$ cat src/hw/rtl/bse_pkg.sv
// Package with the shared widths, types and sequencer states of the beta-skeleton edge filter.
`timescale 1ns / 1ps
package bse_pkg;

    localparam int MAX_CANDIDATES = 64;
    localparam int COORD_BITS     = 24;
    localparam int DIST_W         = 25;
    localparam int IDX_W          = 32;
    localparam int HB_W           = 16;
    localparam int HB_FRAC        = 15;
    localparam logic [HB_W-1:0] HB_RESET = 16'h8000;

    localparam int SLOT_W = $clog2(MAX_CANDIDATES);
    localparam int CNT_W  = SLOT_W + 1;

    // Offset arithmetic widths.
    localparam int DIFF_W   = COORD_BITS + 1;
    localparam int H_W      = DIFF_W + HB_W + 1;
    localparam int OFF_W    = H_W + 1;
    localparam int HD_W     = HB_W + DIST_W;
    localparam int MSRC_W   = (OFF_W > HD_W) ? OFF_W : HD_W;
    localparam int HALF_W   = (MSRC_W + 1) / 2;
    localparam int MAG_W    = 2 * HALF_W;
    localparam int PROD_W   = 2 * HALF_W;
    localparam int ACC_W    = 2 * MAG_W + 2;

    typedef struct packed {
        logic signed [COORD_BITS-1:0] x;
        logic signed [COORD_BITS-1:0] y;
        logic signed [COORD_BITS-1:0] z;
        logic [DIST_W-1:0]            d_val;
    } stored_t;

    typedef struct packed {
        logic signed [COORD_BITS-1:0] cx;
        logic signed [COORD_BITS-1:0] cy;
        logic signed [COORD_BITS-1:0] cz;
        logic [IDX_W-1:0]             cid;
        stored_t                      cand;
        logic [IDX_W-1:0]             idx;
        logic [SLOT_W-1:0]            slot;
    } job_t;

    typedef struct packed {
        logic full;
        logic empty;
    } q_status_t;

    typedef enum logic [3:0] {
        B_IDLE,
        B_HMUL,
        B_RAD,
        B_READ,
        B_WAIT,
        B_SQ,
        B_CHECK,
        B_STORE,
        B_OUT
    } back_state_t;

endpackage

$ cat src/hw/rtl/bse_queue.sv
// Two-entry job queue between the front end and the lune tester.
`timescale 1ns / 1ps
module bse_queue
    import bse_pkg::*;
(
    input  logic      clk,
    input  logic      rst_n,
    input  logic      push,
    input  job_t      push_job,
    input  logic      pop,
    output job_t      pop_job,
    output q_status_t status
);

    job_t       mem_reg [2];
    logic       wr_reg, rd_reg;
    logic [1:0] cnt_reg;

    assign status.full  = (cnt_reg == 2'd2);
    assign status.empty = (cnt_reg == 2'd0);
    assign pop_job      = mem_reg[rd_reg];

    always_ff @(posedge clk)
    begin
        if (push)
        begin
            mem_reg[wr_reg] <= push_job;
        end
    end

    always_ff @(posedge clk or negedge rst_n)
    begin
        if (!rst_n)
        begin
            wr_reg  <= 1'b0;
            rd_reg  <= 1'b0;
            cnt_reg <= 2'd0;
        end
        else
        begin
            if (push)
            begin
                wr_reg <= !wr_reg;
            end
            if (pop)
            begin
                rd_reg <= !rd_reg;
            end
            cnt_reg <= cnt_reg + {1'b0, push} - {1'b0, pop};
        end
    end

endmodule

$ cat config.mk
export PLATFORM = sky130hd
export DESIGN_NAME = bse_queue
export DESIGN_NICKNAME = d
export VERILOG_FILES = /design/src/hw/rtl/bse_pkg.sv /design/src/hw/rtl/bse_queue.sv
export SDC_FILE = /design/constraint.sdc
export NUM_CORES = 1
export LEC_CHECK = 0
export BUFFER_PORTS_ARGS = -buffer_cell sky130_fd_sc_hd__buf_2
export CAP_MARGIN = 20
export CORE_ASPECT_RATIO = 0.7
export CORE_UTILIZATION = 48
export CTS_CLUSTER_DIAMETER = 150
export DETAILED_ROUTE_END_ITERATION = 16
export PLACE_DENSITY = 0.88
export SLEW_MARGIN = 20
export SYNTH_ARGS = -nofsm -noshare
export SYNTH_HDL_FRONTEND = slang
export SYNTH_SLANG_ARGS = --single-unit
$ cat constraint.sdc
create_clock -name clk -period 12.3 [get_ports clk]
set_input_delay 0.615 -clock clk [delete_from_list [all_inputs] [get_ports clk]]
set_output_delay 0.615 -clock clk [all_outputs]
set_load 0.02 [all_outputs]
==> impl_metrics.csv <==
group,metric,value,unit
status,status,"finished, final reports clean",
die,coreArea,37500,sq um
setup_path,r2r-end,"mem_reg[0][117]$_DFFE_PP_",
place,dp_slack,8.50,ns
power_and_ir_drop,switching_share,0.321,
setup_path,reg2reg_setup_slack,9.81,ns
timing,rsz0062_at_grt,"no",
die,placementRows,59,
setup_path,end_kind,"output port",
yosys,syn_area_per_cell,24.3,sq um
timing,worstMarginPinSlew,1.04,ns
die,num_io_pins,484,
yosys,yosysTopAreaCellShare,0.777,
min_path,hold_path_end,"mem_reg[1][138]$_DFFE_PP_",
routing,firstDrtPassIters,5,
routing,vias,9020,
power_and_ir_drop,p_per_area,243,nW/um^2
clock_network,htreeDepth,2,
yosys,ys_ff_latch,482,
routing,ant_nets,0,
power_and_ir_drop,vdd_drop_max,180,uV
timing,fin_crit,4.37,ns
clock_network,numClockSinks,482,
timing,maxSlewHeadroom,0.307,
yosys,yosysMostFrequentCell,"edfxtp_1",
power_and_ir_drop,pwr-share-seq,0.421,
timing,clock.fmax,229,MHz
timing,setup_tns,0,ns
clock_network,cts_resized,0,
yosys,synthCells,759,
place,placed_cells,1713,
timing,skew,0.0253,ns
yosys,yosysUniqueCellTypes,14,
yosys,syn-num-nets,1004,
routing,first_iter_violations,555,
clock_network,cts_tree,"yes",
timing,maxSlewViolCount,0,
min_path,worstHoldPathType,"in -> reg",
die,start_util,0.492,
setup_path,worstPathCellList,"buf_4, buf_4, mux2_4, buf_2",
place,portBuffers,483,
setup_path,r2r_cells,2,
min_path,hp-start,"push_job[138]",
yosys,netlist_top_cells_area,"edfxtp_1 78%, mux2_4 16%, buf_12 2.4%",
routing,drc,0,
timing,fin_ws,7.93,ns
cells_and_area,layout.nets,1517,
die,die_area,39300,sq um
setup_path,critPathSlowestCell,"dfrtp_4",
clock_network,clockBufferDepth,3,
clock_network,numCtsBuffers,44,
cells_and_area,syn_to_final_growth,21.7,%
timing,holdWs,0.257,ns
power_and_ir_drop,power_frac_clock,0.235,
power_and_ir_drop,power.leakage,0.00902,uW
min_path,hold_path_depth,1,
global_route,globalRouteOverflowTotal,0,
global_route,grt_use_total,0.185,
yosys,yosysSeqAreaShare,0.783,
setup_path,crit_type,"reg -> out",
yosys,synth_edf_count,478,
cells_and_area,fin_cells,1795,
routing,wl_per_cell,20.8,microns
setup_path,path_max_fanout,51,
power_and_ir_drop,comb_power_share,0.344,
setup_path,r2r-start,"wr_reg$_DFFE_PN0P_",
clock_network,post_cts.repair.setup_buffers,0,
flow_run,drv_cap,0,
yosys,async_reset_ff_frac,0.00830,
cells_and_area,largest_reg_flops,478,
routing,via_per_inst,5.03,
cells_and_area,drive_gt1_frac,0.613,
yosys,synth_common_cells,"478 x edfxtp_1, 200 x mux2_4, 39 x mux2_2, 22 x buf_12",
cells_and_area,final_util,0.599,
power_and_ir_drop,p_int,3710,uW
yosys,synth_area,18500,sq um
die,die_w,236,microns
timing,finalHoldViolations,0,
clock_network,clkLatencyLatePin,0.54,ns
power_and_ir_drop,switchingPower,1750,uW
clock_network,clk_pin_slew,0.07,ns
die,die_h,166,microns
yosys,synth_ff_type,"edfxtp_1",
setup_path,required,11.69,ns
timing,setup_viol,0,
routing,drt_wl_total,37.4,mm
global_route,grt_pass1_wl,54.9,mm
setup_path,cp_common_cell,"buf_4",
global_route,grt_max_degree,77,
yosys,ys_warn_count,0,
global_route,grt_antenna_before_repair,6,
place,globalplace.congestion,0.809,
place,dpl.hpwl,25.9,mm
setup_path,crit_arrival,3.75,ns
clock_network,root_buffer,"clkbuf_16",
setup_path,critPathMaxStageDelay,0.95,ns
setup_path,cp-start-kind,"flip-flop",
timing,min_period_over_period,0.355,
global_route,grt_pass1_vias,9487,
yosys,synth_top_area_cell,"edfxtp_1",
-- per-stage QoR --
step / total power (uW) / instance area [sq um]
2_1_floorplan: 3900 / 18500
6_report: 5460 / 22500
5_1_grt: 5670 / 22500
4_1_cts: 5520 / 22500
3_3_place_gp: 4180 / 21100
3_5_place_dp: 4230 / 21100
-- routing by layer --
| metal | up-vias | track usage | share of wire |
|---|---|---|---|
| li1 | 4050 | - | - |
| met1 | 4493 | 0.213 | 0.38 |
| met2 | 389 | 0.326 | 0.51 |
| met3 | 84 | 0.0567 | 0.078 |
| met4 | 4 | 0.0675 | 0.033 |
| met5 | - | 0 | 0.00064 |
-- cells in the final DEF (no fill, tap or decap), types with 2 or more instances in the layout --
cell / instances
xor2_1: 2
bufinv_16: 2
clkinv_2: 10
clkinv_1: 8
ha_1: 2
clkbuf_16: 45
buf_2: 483
mux2_2: 39
diode_2: 3
clkbuf_1: 6
buf_4: 10
mux2_4: 200
inv_1: 2
edfxtp_1: 478
dfrtp_1: 3
inv_6: 6
-- cells by family (layout without fill, tap and decap cells) --
group	Yosys count	count (layout)	share of synthesized area
xor+xnor	3	3	0.00224
simple gates	4	4	0.00122
other cells	0	3	0
flops	482	482	0.783
mux	239	239	0.186
buf+inv	29	574	0.0260
fa+ha+maj	2	2	0.00136
-- layout make-up --
class / instances / area (sq um)
inverter: 2 / 7.51
antenna: 3 / 7.51
tap: 488 / 611
fill: 2617 / 15000
sequential: 482 / 14500
multi-input combinational: 248 / 3540
clock buffer: 51 / 1150
timing repair buffer: 494 / 2500
clock inverter: 27 / 200
-- critical path: cells and delay by family (launching register included) --
kind                   cells  cell delay, ns
buffers and inverters      3            1.74
multiplexers               1            0.37
flip-flops                 1            0.95
-- repair_timing --
action                                  in CTS  in global routing
hold buffers                                 1                  0
hold endpoints to repair                     4                  0
endpoints found under the setup margin       0                  0
-- power by group through the flow --
stage | clock network, uW | logic [uW] | registers [uW]
after floorplan | 0 | 1520 | 2380
after global placement | 0 | 1870 | 2310
after detailed placement | 0 | 1890 | 2340
after CTS | 1320 | 1900 | 2310
after global routing | 1380 | 1970 | 2320
final | 1290 | 1880 | 2300
-- worst max path at each step --
stage | start | end | slack, ns | depth (start not counted)
CTS | rd_reg$_DFFE_PN0P_ | pop_job[178] | 7.91 | 4
detailed placement | rd_reg$_DFFE_PN0P_ | pop_job[178] | 8.50 | 4
floorplan | wr_reg$_DFFE_PN0P_ | mem_reg[0][0]$_DFFE_PP_ | 0.49 | 1
global route | rd_reg$_DFFE_PN0P_ | pop_job[178] | 7.79 | 4
finish | rd_reg$_DFFE_PN0P_ | pop_job[178] | 7.93 | 4
global placement | rd_reg$_DFFE_PN0P_ | pop_job[44] | 8.53 | 4
(Power assumes the default switching activity.)
