File: config.mk
export PLATFORM = sky130hd
export DESIGN_NAME = bse_front
export DESIGN_NICKNAME = d
export VERILOG_FILES = /design/src/hw/rtl/bse_pkg.sv /design/src/hw/rtl/bse_front.sv
export SDC_FILE = /design/constraint.sdc
export NUM_CORES = 1
export LEC_CHECK = 0
export ABC_CLOCK_PERIOD_IN_PS = 7850
export BUFFER_PORTS_ARGS = -buffer_cell sky130_fd_sc_hd__buf_2
export CAP_MARGIN = 20
export CORE_AREA = 2 2 156 158
export CTS_CLUSTER_DIAMETER = 60
export CTS_CLUSTER_SIZE = 28
export DETAILED_ROUTE_END_ITERATION = 6
export DIE_AREA = 0 0 158 160
export HOLD_SLACK_MARGIN = 0.12
export PLACE_DENSITY_LB_ADDON = 0.1
export SETUP_SLACK_MARGIN = 0.05
export SYNTH_ARGS = -nofsm -noshare
export SYNTH_HDL_FRONTEND = slang
export SYNTH_SLANG_ARGS = --single-unit
export TNS_END_PERCENT = 100
File: constraint.sdc
create_clock -name clk -period 7.85 [get_ports clk]
set_input_delay 2.355 -clock clk [delete_from_list [all_inputs] [get_ports clk]]
set_output_delay 2.355 -clock clk [all_outputs]
set_load 0.02 [all_outputs]
File: src/hw/rtl/bse_pkg.sv
// Package with the shared widths, types and sequencer states of the beta-skeleton edge filter.
`timescale 1ns / 1ps
package bse_pkg;

    localparam int MAX_CANDIDATES = 64;
    localparam int COORD_BITS     = 24;
    localparam int DIST_W         = 25;
    localparam int IDX_W          = 32;
    localparam int HB_W           = 16;
    localparam int HB_FRAC        = 15;
    localparam logic [HB_W-1:0] HB_RESET = 16'h8000;

    localparam int SLOT_W = $clog2(MAX_CANDIDATES);
    localparam int CNT_W  = SLOT_W + 1;

    // Offset arithmetic widths.
    localparam int DIFF_W   = COORD_BITS + 1;
    localparam int H_W      = DIFF_W + HB_W + 1;
    localparam int OFF_W    = H_W + 1;
    localparam int HD_W     = HB_W + DIST_W;
    localparam int MSRC_W   = (OFF_W > HD_W) ? OFF_W : HD_W;
    localparam int HALF_W   = (MSRC_W + 1) / 2;
    localparam int MAG_W    = 2 * HALF_W;
    localparam int PROD_W   = 2 * HALF_W;
    localparam int ACC_W    = 2 * MAG_W + 2;

    typedef struct packed {
        logic signed [COORD_BITS-1:0] x;
        logic signed [COORD_BITS-1:0] y;
        logic signed [COORD_BITS-1:0] z;
        logic [DIST_W-1:0]            d_val;
    } stored_t;

    typedef struct packed {
        logic signed [COORD_BITS-1:0] cx;
        logic signed [COORD_BITS-1:0] cy;
        logic signed [COORD_BITS-1:0] cz;
        logic [IDX_W-1:0]             cid;
        stored_t                      cand;
        logic [IDX_W-1:0]             idx;
        logic [SLOT_W-1:0]            slot;
    } job_t;

    typedef struct packed {
        logic full;
        logic empty;
    } q_status_t;

    typedef enum logic [3:0] {
        B_IDLE,
        B_HMUL,
        B_RAD,
        B_READ,
        B_WAIT,
        B_SQ,
        B_CHECK,
        B_STORE,
        B_OUT
    } back_state_t;

endpackage

File: src/hw/rtl/bse_front.sv
// Front end: accepts items, tracks the query and classifies candidates into test jobs.
`timescale 1ns / 1ps
module bse_front
    import bse_pkg::*;
(
    input  logic                         clk,
    input  logic                         rst_n,
    input  logic                         in_valid,
    output logic                         in_ready,
    input  logic                         kind,
    input  logic signed [COORD_BITS-1:0] pos_x,
    input  logic signed [COORD_BITS-1:0] pos_y,
    input  logic signed [COORD_BITS-1:0] pos_z,
    input  logic [DIST_W-1:0]            distance,
    input  logic [IDX_W-1:0]             point_index,
    input  logic [DIST_W-1:0]            search_radius,
    input  q_status_t                    q_status,
    output logic                         push,
    output job_t                         push_job
);

    logic signed [COORD_BITS-1:0] cx_reg, cy_reg, cz_reg;
    logic [IDX_W-1:0]             cid_reg;
    logic [DIST_W-1:0]            radius_reg;
    logic                         past_reg;
    logic [CNT_W-1:0]             count_reg;
    logic                         accept;
    logic                         live;

    assign in_ready = !q_status.full;
    assign accept   = in_valid && in_ready;

    // A candidate is worth testing only inside the radius and while the buffer has room.
    assign live = kind && !past_reg && (distance <= radius_reg)
                  && (count_reg != CNT_W'(MAX_CANDIDATES));
    assign push = accept && live;

    always_comb
    begin
        push_job.cx         = cx_reg;
        push_job.cy         = cy_reg;
        push_job.cz         = cz_reg;
        push_job.cid        = cid_reg;
        push_job.cand.x     = pos_x;
        push_job.cand.y     = pos_y;
        push_job.cand.z     = pos_z;
        push_job.cand.d_val = distance;
        push_job.idx        = point_index;
        push_job.slot       = count_reg[SLOT_W-1:0];
    end

    always_ff @(posedge clk or negedge rst_n)
    begin
        if (!rst_n)
        begin
            cx_reg     <= '0;
            cy_reg     <= '0;
            cz_reg     <= '0;
            cid_reg    <= '0;
            radius_reg <= '0;
            past_reg   <= 1'b1;
            count_reg  <= '0;
        end
        else if (accept)
        begin
            if (!kind)
            begin
                cx_reg     <= pos_x;
                cy_reg     <= pos_y;
                cz_reg     <= pos_z;
                cid_reg    <= point_index;
                radius_reg <= search_radius;
                past_reg   <= 1'b0;
                count_reg  <= '0;
            end
            else if (!past_reg && (distance > radius_reg))
            begin
                past_reg <= 1'b1;
            end
            else if (live)
            begin
                count_reg <= count_reg + CNT_W'(1);
            end
        end
    end

endmodule

==> results of run 1 <==
## area by class of cell
| type | instances | area [µm²] | area share |
|---|---|---|---|
| Sequential cell | 137 | 3430 | 0.383 |
| Multi-Input combinational cell | 264 | 2320 | 0.259 |
| Timing Repair Buffer | 403 | 2060 | 0.230 |
| Clock buffer | 18 | 439 | 0.0490 |
| Tap cell | 324 | 405 | 0.0452 |
| Clock inverter | 13 | 183 | 0.0204 |
| Inverter | 33 | 124 | 0.0138 |
## metrics by stage
step | instance area, µm² | std cells | hold slack [ps] | setup slack (ps) | util
CTS | 8940 | 1191 | 504 | 1120 | 0.375
global route | 8960 | 1192 | 512 | 1010 | 0.376
global placement | 8320 | 1160 | 485 | 1120 | 0.349
finish | 8960 | 1192 | 501 | 1170 | 0.376
detailed placement | 8320 | 1160 | 490 | 1130 | 0.349
floorplan | 6950 | 587 | 485 | 1500 | -
## placed cells by master, fill, tap and decap left out, types with 5 or more instances in the layout
cell / Yosys / layout
nand2_1: 36 / 36
nor2_1: 8 / 7
dfrtp_1: 136 / 136
a21oi_1: 9 / 9
nand4_1: 5 / 5
inv_6: 0 / 5
buf_2: 1 / 398
inv_1: 33 / 33
clkbuf_16: 0 / 17
mux2_2: 105 / 105
ha_1: 27 / 27
o21ai_0: 30 / 30
## where the power goes
group	leakage (nW)	switching, mW	total [mW]	internal, mW
Clock	0.300	0.347	0.866	0.519
Sequential	1.64	0.0587	0.895	0.837
Combinational	2.59	0.393	0.649	0.257
Total	4.53	0.799	2.41	1.61
## metal layers
metal | part of all wire | wire (µm) | up-vias | GRT usage
li1 | - | - | 2406 | -
met5 | 0 | 0 | - | 0
met4 | 0.011 | 201 | 0 | 0.0397
met3 | 0.076 | 1420 | 11 | 0.0475
met2 | 0.48 | 9080 | 232 | 0.243
met1 | 0.43 | 8060 | 2356 | 0.177
## logic make-up after synthesis
kind of cell,count (synthesis),synth area share
fa+ha+maj,27,0.0486
buf+inv,186,0.174
compound gates,59,0.0576
simple gates,71,0.0531
mux,107,0.174
flops,137,0.493
## worst max path at each step
stage | endpoint | startpoint | depth (start not counted)
after global placement | push | distance[6] | 9
after CTS | push | distance[6] | 9
after global routing | push | distance[6] | 9
after floorplan | push | distance[20] | 7
final | push | distance[20] | 9
after detailed placement | push | distance[6] | 9
==> summary.txt, run 1 <==
Run status
  • Status: finished, final reports clean

Detailed routing
  • DRT iter0 DRCs: 182
  • Total Wirelength: 18800 µm
  • Detail Route Antenna Nets: 0
  • DR WL/cell: 15.7 µm
  • DRC: 0
  • Via count: 5005
  • Routed vias/inst: 4.20
  • Pre-antenna DRT Iters: 4

Yosys
  • Top post-synthesis cells by area: dfrtp_1, mux2_2, buf_4
  • Ys flop type: dfrtp_1
  • Mapped Cells: 587
  • Synth warnings: 0
  • Area leader, netlist: dfrtp_1
  • Sequential area share after synthesis: 0.493
  • Post-synth cell types: 44
  • Synthesized net count: 774
  • Mapped Area: 6950 µm²
  • Syn avg cell area: 11.8 µm²
  • Most frequent cell after synthesis: dfrtp_1
  • EDFF count, synth: 0
  • Number of synthesized register bits: 137
  • Synth cell count leaders: dfrtp_1, buf_4, mux2_2, nand2_1, inv_1
  • Asr flop ratio synth: 1.00
  • Area fraction of the dominant cell type after synthesis: 0.490

Power
  • Static leakage: 4.53 nW
  • Worst vdd ir: 0.112 mV
  • PD cells: 269 nW/µm²
  • Overall Power: 2.41 mW

Clock network
  • Clock Path Buffers: 2
  • Clock sink count: 137
  • TritonCTS Buffers: 17
  • H-tree depth: 4
  • Post-cts gate resize count: 0
  • Clock transition at the registers of the reported paths: 60 ps
  • Setup Fix Bufs, Post-CTS: 0
  • Root Driver: clkbuf_16
  • CTS Hold Bufs: 0
  • CTS tree: built
  • Worst skew pair latency: 410 ps

Floorplanning
  • Core area: 23800 µm²
  • Initial Utilization: 0.292
  • Die Y: 160 µm
  • Boundary Pins: 401
  • Num rows: 57
  • Die W: 158 µm
  • Total die area: 25300 µm²

Placed design
  • PortBufs: 399
  • RD Place Congestion: 0.737
  • Post-DP HPWL: 14300 µm

Global route
  • Vias in the first global route: 4764
  • Largest net degree at the start of global routing: 78
  • Global-route usage over all layers: 0.144
  • Total grt overflow: 0
  • Initial antenna violation count: 0
  • Global-route wire length before repair: 27300 µm

Critical path
  • RR Startpoint: radius_reg[20]
  • R2r setup slk: 5420 ps
  • Slowest stage cell, crit path: or3_4
  • CP top delay family: simple AND/OR/NAND/NOR gates
  • Critical path capture point type: primary output
  • Buf/Inv on CP: 3
  • Worst-path cell chain: buf_2 -> ha_1 -> nand4_2 -> nor4_4 -> nand3_2 -> a21boi_4 -> or3_4 -> inv_1 -> buf_2
  • CP max FO: 10
  • Slowest cell delay on critical path: 450 ps
  • Worst Path Required: 5500 ps
  • CP startpoint kind: primary input
  • Cell mode on critical path: buf_2
  • Worst R2R Path Depth: 8
  • Arrival time worst endpoint: 4330 ps
  • Crit Reg-Reg Endpoint: count_reg[1]
  • Crit Path Class: in -> out

Timing
  • Final setup viols: 0
  • Crit path time final: 6680 ps
  • Rel. slew slack: 0.462
  • Worst Skew: 10.8 ps
  • Setup tns final: 0 ps
  • Slew @ Worst Pin: 807 ps
  • Final period utilization: 0.851
  • Fmax: 150 MHz
  • Max-slew violation total from the final report: 0
  • Hold Violations, Final: 0
  • RSZ-0062 raised after global routing: no

Finish
  • Final net count: 1043
  • Area grow syn2layout: 28.9%
  • Diode count: 0
  • Max reg flops: 32
  • Filler cells: 2461
  • Layout cells sized above 1: 0.638

Worst hold path
  • Worst min-delay path category: reg -> reg
  • Worst hold path endpoint: cid_reg[24]
  • Worst hold path stage count: 1
  • HP Start: cid_reg[24]

Run
  • Maximum capacitance violations: 0
Power figures use the tool's default switching activity.
==> inputs of run 2 (changes only) <==
- ABC_CLOCK_PERIOD_IN_PS: 7850 -> 7900
- clock period: 7.85 -> 7.9 ns (I/O delays scaled with it)
==> run 2 against run 1 <==
Die area did not move. Flip-flop and latch count did not move. Register-to-register slack improved by 20 ps. Total power fell by 2.8%. Largest power group unchanged. Sequential power fell by 0.6%. Combinational power fell by 0.8%.
==> summary.txt, run 2 (synthesis results as in run 1) <==
Run status
  • Status: finished, final reports clean

Clock network
  • Clock transition at the registers of the reported paths: 60 ps
  • Post-cts gate resize count: 0
  • Clock sink count: 137
  • Worst skew pair latency: 410 ps
  • CTS Hold Bufs: 0
  • Root Driver: clkbuf_16
  • H-tree depth: 4
  • Clock Path Buffers: 2
  • CTS tree: built
  • TritonCTS Buffers: 17
  • Setup Fix Bufs, Post-CTS: 0

Finish
  • Filler cells: 2421
  • Commonest non-fill, non-tap cell in the layout: buf_2
  • Cell Count, Final, Fillers Out: 1192
  • Max reg flops: 32
  • Area grow syn2layout: 28.5%
  • Final net count: 1043
  • Layout cells sized above 1: 0.637
  • Diode count: 0
  • Most frequent cells in the layout: buf_2, dfrtp_1, mux2_2

Global route
  • Grt peak-use layer: met2
  • Routing usage on met3: 0.0461
  • GR Util met1: 0.176
  • Global-route wire length before repair: 27400 µm
  • Largest net degree at the start of global routing: 86
  • Vias in the first global route: 4877
  • Initial antenna violation count: 0
  • Global-route usage over all layers: 0.144
  • Total grt overflow: 0
  • Met2 usage: 0.243

Floorplanning
  • Initial Utilization: 0.292
  • Die Y: 160 µm
  • Boundary Pins: 401
  • Die W: 158 µm
  • Num rows: 57
  • Core area: 23800 µm²
  • Total die area: 25300 µm²

Placed design
  • PortBufs: 399
  • Placed insts: 1160
  • Post-DP HPWL: 14300 µm
  • DP Worst Slack: 1140 ps
  • RD Place Congestion: 0.754

Timing
  • RSZ-0062 raised after global routing: no
  • Crit path time final: 6730 ps
  • Final period utilization: 0.852
  • Hold Violations, Final: 0
  • Rel. slew slack: 0.445
  • Slew @ Worst Pin: 832 ps
  • Setup tns final: 0 ps
  • Fmax: 149 MHz
  • Worst Skew: 9.46 ps
  • Slack of the critical path: 1170 ps
  • Max-slew violation total from the final report: 0
  • Final setup viols: 0

Detailed routing
  • DRT iter0 DRCs: 180
  • Detail Route Antenna Nets: 0
  • DRC: 0
  • Total Wirelength: 18600 µm
  • Pre-antenna DRT Iters: 4
  • DR WL/cell: 15.6 µm
  • Via count: 4998
  • Routed vias/inst: 4.19

Power
  • Worst vdd ir: 0.121 mV
  • PD cells: 262 nW/µm²
  • Overall Power: 2.34 mW
  • Static leakage: 4.51 nW

Critical path
  • Worst-path cell chain: buf_2 -> ha_1 -> nand4_2 -> nor4_4 -> nand3_2 -> a21boi_4 -> or3_4 -> inv_1 -> buf_2
  • Buf/Inv on CP: 3
  • Slowest stage cell, crit path: or3_4
  • Critical path capture point type: primary output
  • Slowest cell delay on critical path: 450 ps
  • Cell mode on critical path: buf_2
  • CP top delay family: simple AND/OR/NAND/NOR gates
  • Arrival time worst endpoint: 4360 ps
  • CP max FO: 10
  • CP startpoint kind: primary input
  • Worst Path Required: 5530 ps
  • Crit Path Class: in -> out

Run
  • Maximum capacitance violations: 0

Worst hold path
  • Worst min-delay path category: reg -> reg
run 2: cell count changes in the layout (fill, tap and decap cells not counted), sizes merged:
cell | before | now
inv | 41 | 38
clkbuf | 18 | 20
clkinvlp | 2 | 3
bufinv | 3 | 2
clkinv | 0 | 1
run 2: cell type report:
cell class / instances / area [µm²] / share of cell area
repair buffers: 403 / 2060 / 0.230
flip-flops and latches: 137 / 3430 / 0.384
multi-input cells: 264 / 2320 / 0.260
well taps: 324 / 405 / 0.0454
clock buffers: 20 / 457 / 0.0511
inverters: 33 / 124 / 0.0139
clock inverters: 11 / 138 / 0.0154
run 2: per-layer routing:
metal  routed length [µm]  vias up
met5                    0        -
met4                  197        0
met3                 1440       13
met2                 9170      242
met1                 7830     2346
li1                     -     2397
run 2: where the power goes:
part	switching, mW	internal, mW	leakage, nW
registers	0.0581	0.832	1.64
logic	0.389	0.255	2.59
clock network	0.323	0.487	0.282
total	0.770	1.57	4.51
run 2: per-stage QoR:
stage | hold slack [ps] | util | cell area (µm²)
after CTS | 503 | 0.374 | 8910
after floorplan | 485 | - | 6950
after global routing | 513 | 0.375 | 8930
final | 499 | 0.375 | 8930
after detailed placement | 490 | 0.349 | 8320
after global placement | 486 | 0.349 | 8320
run 2: worst paths after layout:
path	from	slack (ps)	endpoint	cells past startpoint
max in group asynchronous	rst_n	4640	radius_reg[0]	2
min reg2reg	cz_reg[2]	500	cz_reg[2]	1
min	cz_reg[2]	500	cz_reg[2]	1
max reg2reg	radius_reg[20]	5440	count_reg[1]	8
max	distance[20]	1170	push	9
min in group asynchronous	rst_n	1980	cx_reg[23]	1
==> inputs of run 3 (changes only) <==
- CELL_PAD_IN_SITES_DETAIL_PLACEMENT: default -> 0
- CELL_PAD_IN_SITES_GLOBAL_PLACEMENT: default -> 1
- CORE_AREA: 2 2 156 158 -> 2 2 157 159
- DIE_AREA: 0 0 158 160 -> 0 0 159 161
==> run 3 against run 2 <==
Critical path depth stayed put. Largest cell class unchanged. Total power fell by 0.89%. Clock skew is 10 ps higher. Critical endpoint unchanged. Global-route usage increased by 0.57 points. Clock-buffer cell count down 2.
==> summary.txt, run 3 (synthesis results as in run 1) <==
Run status
  • Status: finished, final reports clean

Floorplanning
  • Die Y: 161 µm
  • Num rows: 57
  • Initial Utilization: 0.290
  • Core area: 24000 µm²
  • Total die area: 25600 µm²
  • Die W: 159 µm
  • Boundary Pins: 401

Worst hold path
  • Worst hold path stage count: 1
  • HP Start: cy_reg[3]
  • Worst min-delay path category: reg -> reg

Global route
  • Largest net degree at the start of global routing: 81
  • Total grt overflow: 0
  • Initial antenna violation count: 3
  • Global-route wire length before repair: 29600 µm
  • Global-route usage over all layers: 0.150
  • Vias in the first global route: 5300

Detailed routing
  • Routed vias/inst: 4.27
  • DRT iter0 DRCs: 144
  • Pre-antenna DRT Iters: 4
  • Via count: 5100
  • Detail Route Antenna Nets: 0
  • DR WL/cell: 16.3 µm
  • DRC: 0
  • Total Wirelength: 19500 µm

Critical path
  • Crit path launch: distance[20]
  • Critical path capture point type: primary output
  • Arrival time worst endpoint: 4380 ps
  • Worst R2R Path Depth: 8
  • Worst Path Required: 5530 ps
  • CP startpoint kind: primary input
  • CP max FO: 10
  • Crit Path Class: in -> out
  • RR Startpoint: radius_reg[20]

Clock network
  • H-tree depth: 4
  • Setup Fix Bufs, Post-CTS: 0
  • Clock transition at the registers of the reported paths: 70 ps
  • Root Driver: clkbuf_16
  • Clock Path Buffers: 2
  • Worst skew pair latency: 420 ps
  • TritonCTS Buffers: 17
  • Clock sink count: 137
  • CTS Hold Bufs: 0
  • CTS tree: built
  • Post-cts gate resize count: 0

Timing
  • Final setup viols: 0
  • Fmax: 148 MHz
  • RSZ-0062 raised after global routing: no
  • Worst Skew: 19.4 ps
  • Rel. slew slack: 0.442
  • Max-slew violation total from the final report: 0
  • Hold Violations, Final: 0
  • Setup tns final: 0 ps
  • Final period utilization: 0.854
  • Slew @ Worst Pin: 837 ps
  • Crit path time final: 6750 ps
  • Hold WS: 502 ps

Placed design
  • PortBufs: 399
  • RD Place Congestion: 0.788
  • Post-DP HPWL: 15100 µm

Power
  • Static leakage: 4.50 nW
  • PD cells: 261 nW/µm²
  • Worst vdd ir: 0.112 mV

Finish
  • Diode count: 0
  • Filler cells: 2447
  • Most frequent cells in the layout: buf_2, dfrtp_1, mux2_2
  • Layout cells sized above 1: 0.639
  • Commonest non-fill, non-tap cell in the layout: buf_2
  • Max reg flops: 32
  • Final net count: 1043
  • Area grow syn2layout: 27.9%

Run
  • Maximum capacitance violations: 0
run 3: cell types whose count changed in the layout (fill, tap and decap cells not counted):
cell,delta
clkinv_4,+1
buf_4,+2
clkbuf_1,-1
clkbuf_8,-1
inv_8,+3
clkinv_2,+1
buf_12,-2
clkinvlp_4,-1
clkinv_8,+1
bufinv_16,-2
run 3: routing by layer:
metal | global-route usage | up-vias | share of wire
met2 | 0.263 | 235 | 0.51
met3 | 0.0516 | 14 | 0.075
met5 | 0 | - | 0.00036
met4 | 0.0430 | 2 | 0.011
li1 | - | 2408 | -
met1 | 0.174 | 2441 | 0.40
run 3: power by group:
part	internal, mW	switching (mW)
sequential	0.831	0.0616
combinational	0.254	0.392
clock	0.426	0.358
total	1.51	0.812
run 3: layout make-up:
type                    count  area [µm²]  area share
flip-flops and latches    137        3430       0.386
clock buffers              18         439      0.0494
inverters                  33         124      0.0139
repair buffers            403        2030       0.229
multi-input cells         264        2320       0.261
well taps                 324         405      0.0456
clock inverters            14         134      0.0151
run 3: worst paths after layout:
| path | end | slack (ps) |
|---|---|---|
| worst max-delay path | push | 1150 |
| worst min register to register | cy_reg[3] | 500 |
| worst max register to register | count_reg[1] | 5430 |
| min in group asynchronous | radius_reg[15] | 1970 |
| worst min-delay path | cy_reg[3] | 500 |
| max in group asynchronous | radius_reg[21] | 4580 |
run 3: critical path, cell delays in order:
cell      delay (ps)
buf_2            110
ha_1             320
nand4_2          180
nor4_4           410
nand3_2          120
a21boi_4         190
or3_4            450
inv_1             60
buf_2            150
run 3: through the flow:
step	setup WS [ps]	area, µm²	util	total power [mW]	std cells
5_1_grt	1010	8890	0.371	2.46	1193
3_3_place_gp	1160	8310	0.347	1.56	1161
2_1_floorplan	1520	6950	-	1.34	587
3_5_place_dp	1140	8310	0.347	1.56	1161
4_1_cts	1130	8890	0.371	2.36	1193
6_report	1150	8890	0.371	2.32	1193
